`src/sv/chm_bucket.sv`:
```
// ----------------------------------------------------------------------------
// Bucket index unit
// Reduces a 32-bit hash modulo the bucket count: a bit slice for a power-of-two count, else four bits per cycle.
// ----------------------------------------------------------------------------
module chm_bucket #(
    parameter int BUCKETS = 256
) (
    input  logic                       i_clk,
    input  logic                       i_rst_n,
    input  logic                       i_start,
    input  logic [31:0]                i_hash,
    output logic                       o_done,
    output logic [$clog2(BUCKETS)-1:0] o_bucket
);

    localparam int  BW   = $clog2(BUCKETS);
    localparam bit  POW2 = (BUCKETS & (BUCKETS - 1)) == 0;

    generate
        if (POW2) begin : g_pow2
            logic          r_done;
            logic [BW-1:0] r_bucket;

            always_ff @(posedge i_clk) begin
                if (!i_rst_n) begin
                    r_done <= 1'b0;
                end else begin
                    r_done <= i_start;
                end
                if (i_start) begin
                    r_bucket <= i_hash[BW-1:0];
                end
            end

            assign o_done   = r_done;
            assign o_bucket = r_bucket;
        end else begin : g_div
            localparam logic [BW:0] MODULUS = (BW + 1)'(BUCKETS);

            logic        r_busy;
            logic        r_done;
            logic [2:0]  r_cnt;
            logic [31:0] r_sh;
            logic [BW:0] r_rem;
            logic [BW:0] n_rem;

            // Restoring reduction: shift in one hash bit, subtract once if needed.
            always_comb begin
                logic [BW:0] t;
                t = r_rem;
                for (int k = 0; k < 4; k++) begin
                    t = {t[BW-1:0], r_sh[31-k]};
                    if (t >= MODULUS) begin
                        t = t - MODULUS;
                    end
                end
                n_rem = t;
            end

            always_ff @(posedge i_clk) begin
                if (!i_rst_n) begin
                    r_busy <= 1'b0;
                    r_done <= 1'b0;
                    r_cnt  <= '0;
                end else if (i_start) begin
                    r_busy <= 1'b1;
                    r_done <= 1'b0;
                    r_cnt  <= '0;
                end else if (r_busy) begin
                    r_cnt  <= r_cnt + 3'd1;
                    r_done <= (r_cnt == 3'd7);
                    r_busy <= (r_cnt != 3'd7);
                end else begin
                    r_done <= 1'b0;
                end
                if (i_start) begin
                    r_sh  <= i_hash;
                    r_rem <= '0;
                end else if (r_busy) begin
                    r_sh  <= {r_sh[27:0], 4'd0};
                    r_rem <= n_rem;
                end
            end

            assign o_done   = r_done;
            assign o_bucket = r_rem[BW-1:0];
        end
    endgenerate

endmodule
```
`config.mk`:
```
export PLATFORM = sky130hd
export DESIGN_NAME = chm_bucket
export DESIGN_NICKNAME = d
export VERILOG_FILES = /design/src/sv/chm_bucket.sv
export SDC_FILE = /design/constraint.sdc
export NUM_CORES = 1
export LEC_CHECK = 0
export BUFFER_PORTS_ARGS = -buffer_cell sky130_fd_sc_hd__buf_2
export CAP_MARGIN = 20
export CORE_AREA = 4 4 41 43
export CTS_CLUSTER_DIAMETER = 120
export DETAILED_ROUTE_END_ITERATION = 12
export DIE_AREA = 0 0 45 47
export MAX_ROUTING_LAYER = met4
export PLACE_DENSITY_LB_ADDON = 0.12
export SLEW_MARGIN = 20
export SYNTH_ARGS = -nofsm -noshare
export SYNTH_HDL_FRONTEND = slang
export SYNTH_SLANG_ARGS = --single-unit
```
`constraint.sdc`:
```
create_clock -name i_clk -period 0.8 [get_ports i_clk]
set_input_delay 0.08 -clock i_clk [delete_from_list [all_inputs] [get_ports i_clk]]
set_output_delay 0.08 -clock i_clk [all_outputs]
set_load 0.05 [all_outputs]
```
# Word-level counts from Yosys, hierarchy flattened
# Cells that the tools add are included.
[totals]
out_inout_bits = 9
word_cells = 2
reg_bits = 9

# Longest topological paths before layout
[logic_depth]
depth_word = 0
depth_mapped = 1
depth_no_buf = 1

# Worst setup path after synthesis
# No wires, ideal clock.
[synth_path]
path_type = "flip-flop to output port"
from = "reg g_pow2.r_bucket[0] (netlist: o_bucket[0])"
to = "out o_bucket[0]"
stages_incl_launch_ff = 1
arrival_ns = 0.601
t_required_ns = 0.720
slack_ns = 0.119
cell_sequence = "edfxtp_1"
[synth_lines]
columns = ["element", "line_no", "source"]
rows = [
  ["start: declaration", "22", "logic [BW-1:0] r_bucket;"],
  ["start signal: assignment", "31", "r_bucket <= i_hash[BW-1:0];"],
  ["end: declaration", "13", "output logic [$clog2(BUCKETS)-1:0] o_bucket"],
]
# No word-level cell between the ends.

# Final worst setup path
[layout_path]
from = "reg g_pow2.r_bucket[7] (netlist: o_bucket[7])"
to = "out o_bucket[7]"
# No word-level cell between the ends.

==> impl_results.rst <==
.. list-table::
   :header-rows: 1

   * - Metric
     - Value
   * - Cells taking the most area after synthesis
     - edfxtp_1 90%, dfxtp_1 7.5%, and2_1 2.3%
   * - Num rows
     - 13
   * - Crit-path cells
     - buf_6
   * - Number of inserted filler cells in the final layout
     - 129
   * - IO buf count
     - 19
   * - Hold/Removal Path Class
     - input pin to flop
   * - Die outline area
     - 0.00212 mm^2
   * - Unrepaired setup endpoints after global routing
     - yes
   * - CP Data Arrival Time
     - 0.83 ns
   * - Overall routed net length
     - 593 um
   * - Post-route insts no fill
     - 52
   * - Number of standard cells after synthesis
     - 10
   * - Vert. Die Dim
     - 47 um
   * - Die X
     - 45 um
   * - Core box area
     - 0.00130 mm^2
   * - Area Overhead vs Synth
     - 90.6%
   * - Number of antenna violations at the first check in global routing
     - 0
   * - Placed cells
     - 44
   * - Library cell contributing the largest single delay on the critical path
     - edfxtp_1
   * - Crit. End Element
     - output port
   * - Vias in the first global route
     - 230
   * - Area of the multi-input gates
     - 6.26 um^2
   * - Final weighted congestion of routability-driven global placement
     - 0.640
   * - Number of nets in the final layout
     - 73
   * - First-pass iteration count of the detailed router
     - 1
   * - CP Max Fanout
     - 1
   * - Synthesized flop and latch total
     - 9
   * - Crit path time final
     - 0.909 ns
   * - Sequential share of the synthesized area
     - 97.7%
   * - Kind of critical path
     - flop to output port
   * - Worst Setup Start Kind
     - flop
   * - Worst-Margin Slew
     - 0.182 ns
   * - Sum of buffers and inverters on the critical path
     - 1
   * - Total number of clock tree sinks
     - 9
   * - Highest ir drop seen on vdd
     - 0.000829 V
   * - Top Ports
     - 44
   * - Critical Path RT
     - 0.72 ns
   * - H-Tree Level Count
     - 1
   * - Leak
     - 0.216 nW
   * - PnR worst setup slack
     - -0.109 ns
   * - Final hold violations
     - 0
   * - Via count of the routed design
     - 185
   * - Crit-path max cell delay
     - 0.41 ns
   * - Worst-case clock buffer depth
     - 2
   * - Pin count of the biggest net entering global routing
     - 10
   * - Total of max-cap violations
     - 0
   * - TritonCTS clock tree
     - yes
   * - Worst slack, placed
     - 0.123 ns
   * - Worst slew margin
     - 87.8%
   * - Clk Tree Root Cell
     - clkbuf_4
   * - Share of cells above drive strength 1
     - 62.2%
   * - Detailed-route DRC error count
     - 0
   * - Total routing usage reported by global routing
     - 7.44%
   * - Area of the mapped netlist
     - 267 um^2
   * - Mean post-synth cell area
     - 26.7 um^2
   * - PwrDens
     - 2270 mW/mm^2
   * - Register Area
     - 262 um^2
   * - Final-report max-slew violation count
     - 0
   * - Setup violations, final
     - 9
   * - Result of the run
     - finished, violations left
   * - Number of setup buffers added after CTS
     - 0
   * - Synthesized net count
     - 45
   * - Register clock-pin slew on the reported worst setup and hold paths
     - 0.06 ns
   * - Cell variety after synth
     - 3
   * - Upper clock frequency limit
     - 1.10 GHz
   * - Final Cycle Share
     - 114%
   * - Violated checks
     - negative setup slack
   * - Cell type group with the largest total delay on the critical path
     - flip-flops
   * - Final routed wire length divided by cell count
     - 11.4 um
   * - Total CTS buffers
     - 3
   * - Setup total negative slack
     - -0.617 ns
   * - Final antenna-violating net count
     - 0
   * - Wire length of the first global-routing pass
     - 993 um
   * - Number of warnings reported in the yosys synthesis log
     - 0
   * - Ant diodes
     - 0
   * - Initial core utilization
     - 20.5%
   * - Yosys top cell area share
     - 90.1%
   * - Largest area contributor in the synthesized netlist
     - edfxtp_1
   * - Average via count per standard cell
     - 3.56
   * - Iteration-0 DRC Markers
     - 0
   * - Remaining global-route overflow
     - 0
-- stage by stage --
step / instance area, um^2 / hold WS, ns / utilization, % / power [W]
final: 508 / 0.0111 / 39.0 / 0.00115
after global routing: 508 / 0.000397 / 39.0 / 0.00120
after CTS: 508 / 0.00459 / 39.0 / 0.00117
after detailed placement: 380 / 0.259 / 29.2 / 0.000764
after global placement: 380 / 0.257 / 29.2 / 0.000761
after floorplan: 267 / 0.179 / - / 0.000698
-- cell families (layout without fill, tap and decap cells) --
| group | Yosys count | in the layout | share of synthesized area [%] |
|---|---|---|---|
| and+or+nand+nor | 1 | 1 | 2.35 |
| DFF | 9 | 9 | 97.7 |
| buffers and inverters | 0 | 27 | 0 |
-- what timing repair did --
item | in CTS | in global routing
gates resized for setup | 20 | 0
endpoints found under the hold margin | 4 | 0
hold buffers | 4 | 0
endpoints found under the setup margin | 9 | 9
-- path summary, 6_finish.rpt --
| kind | slack (ns) | depth (start not counted) | endpoint | startpoint |
|---|---|---|---|---|
| setup / recovery | -0.11 | 1 | o_bucket[7] | o_bucket[7] |
| hold / removal | 0.01 | 1 | o_bucket[6] | i_hash[6] |
-- cell type report --
type	instances	share of cell area, %
Sequential cell	9	51.5
Timing Repair Buffer	23	38.4
Clock buffer	4	5.17
Tap cell	15	3.69
Multi-Input combinational cell	1	1.23
-- cells in the mapped netlist --
library cell / instances
dfxtp_1: 1
edfxtp_1: 8
and2_1: 1
-- layer usage --
metal,GRT usage [%],part of all wire [%],wire length [um],vias up
met5,-,0,0,-
met4,7.02,0,0,0
met3,2.68,15,90,0
met2,9.04,34,203,20
met1,9.20,50,299,74
li1,-,-,-,91
-- power breakdown --
group / internal [W] / switching, W
clock network: 0.000191 / 0.000141
logic: 0.0000967 / 0.000152
registers: 0.000552 / 0.0000167
-- cells in the final DEF, fill, tap and decap left out --
cell           count
buf_2             10
edfxtp_1           8
buf_8              1
clkbuf_1           1
clkbuf_4           3
dlygate4sd3_1      4
dfxtp_2            1
and2_1             1
buf_6              8
-- flip-flops by register name, summed over array words and instances, names as in the netlist --
signal / count
o_done: 1
o_bucket: 8
No activity file was read; power rests on OpenSTA's default activity.
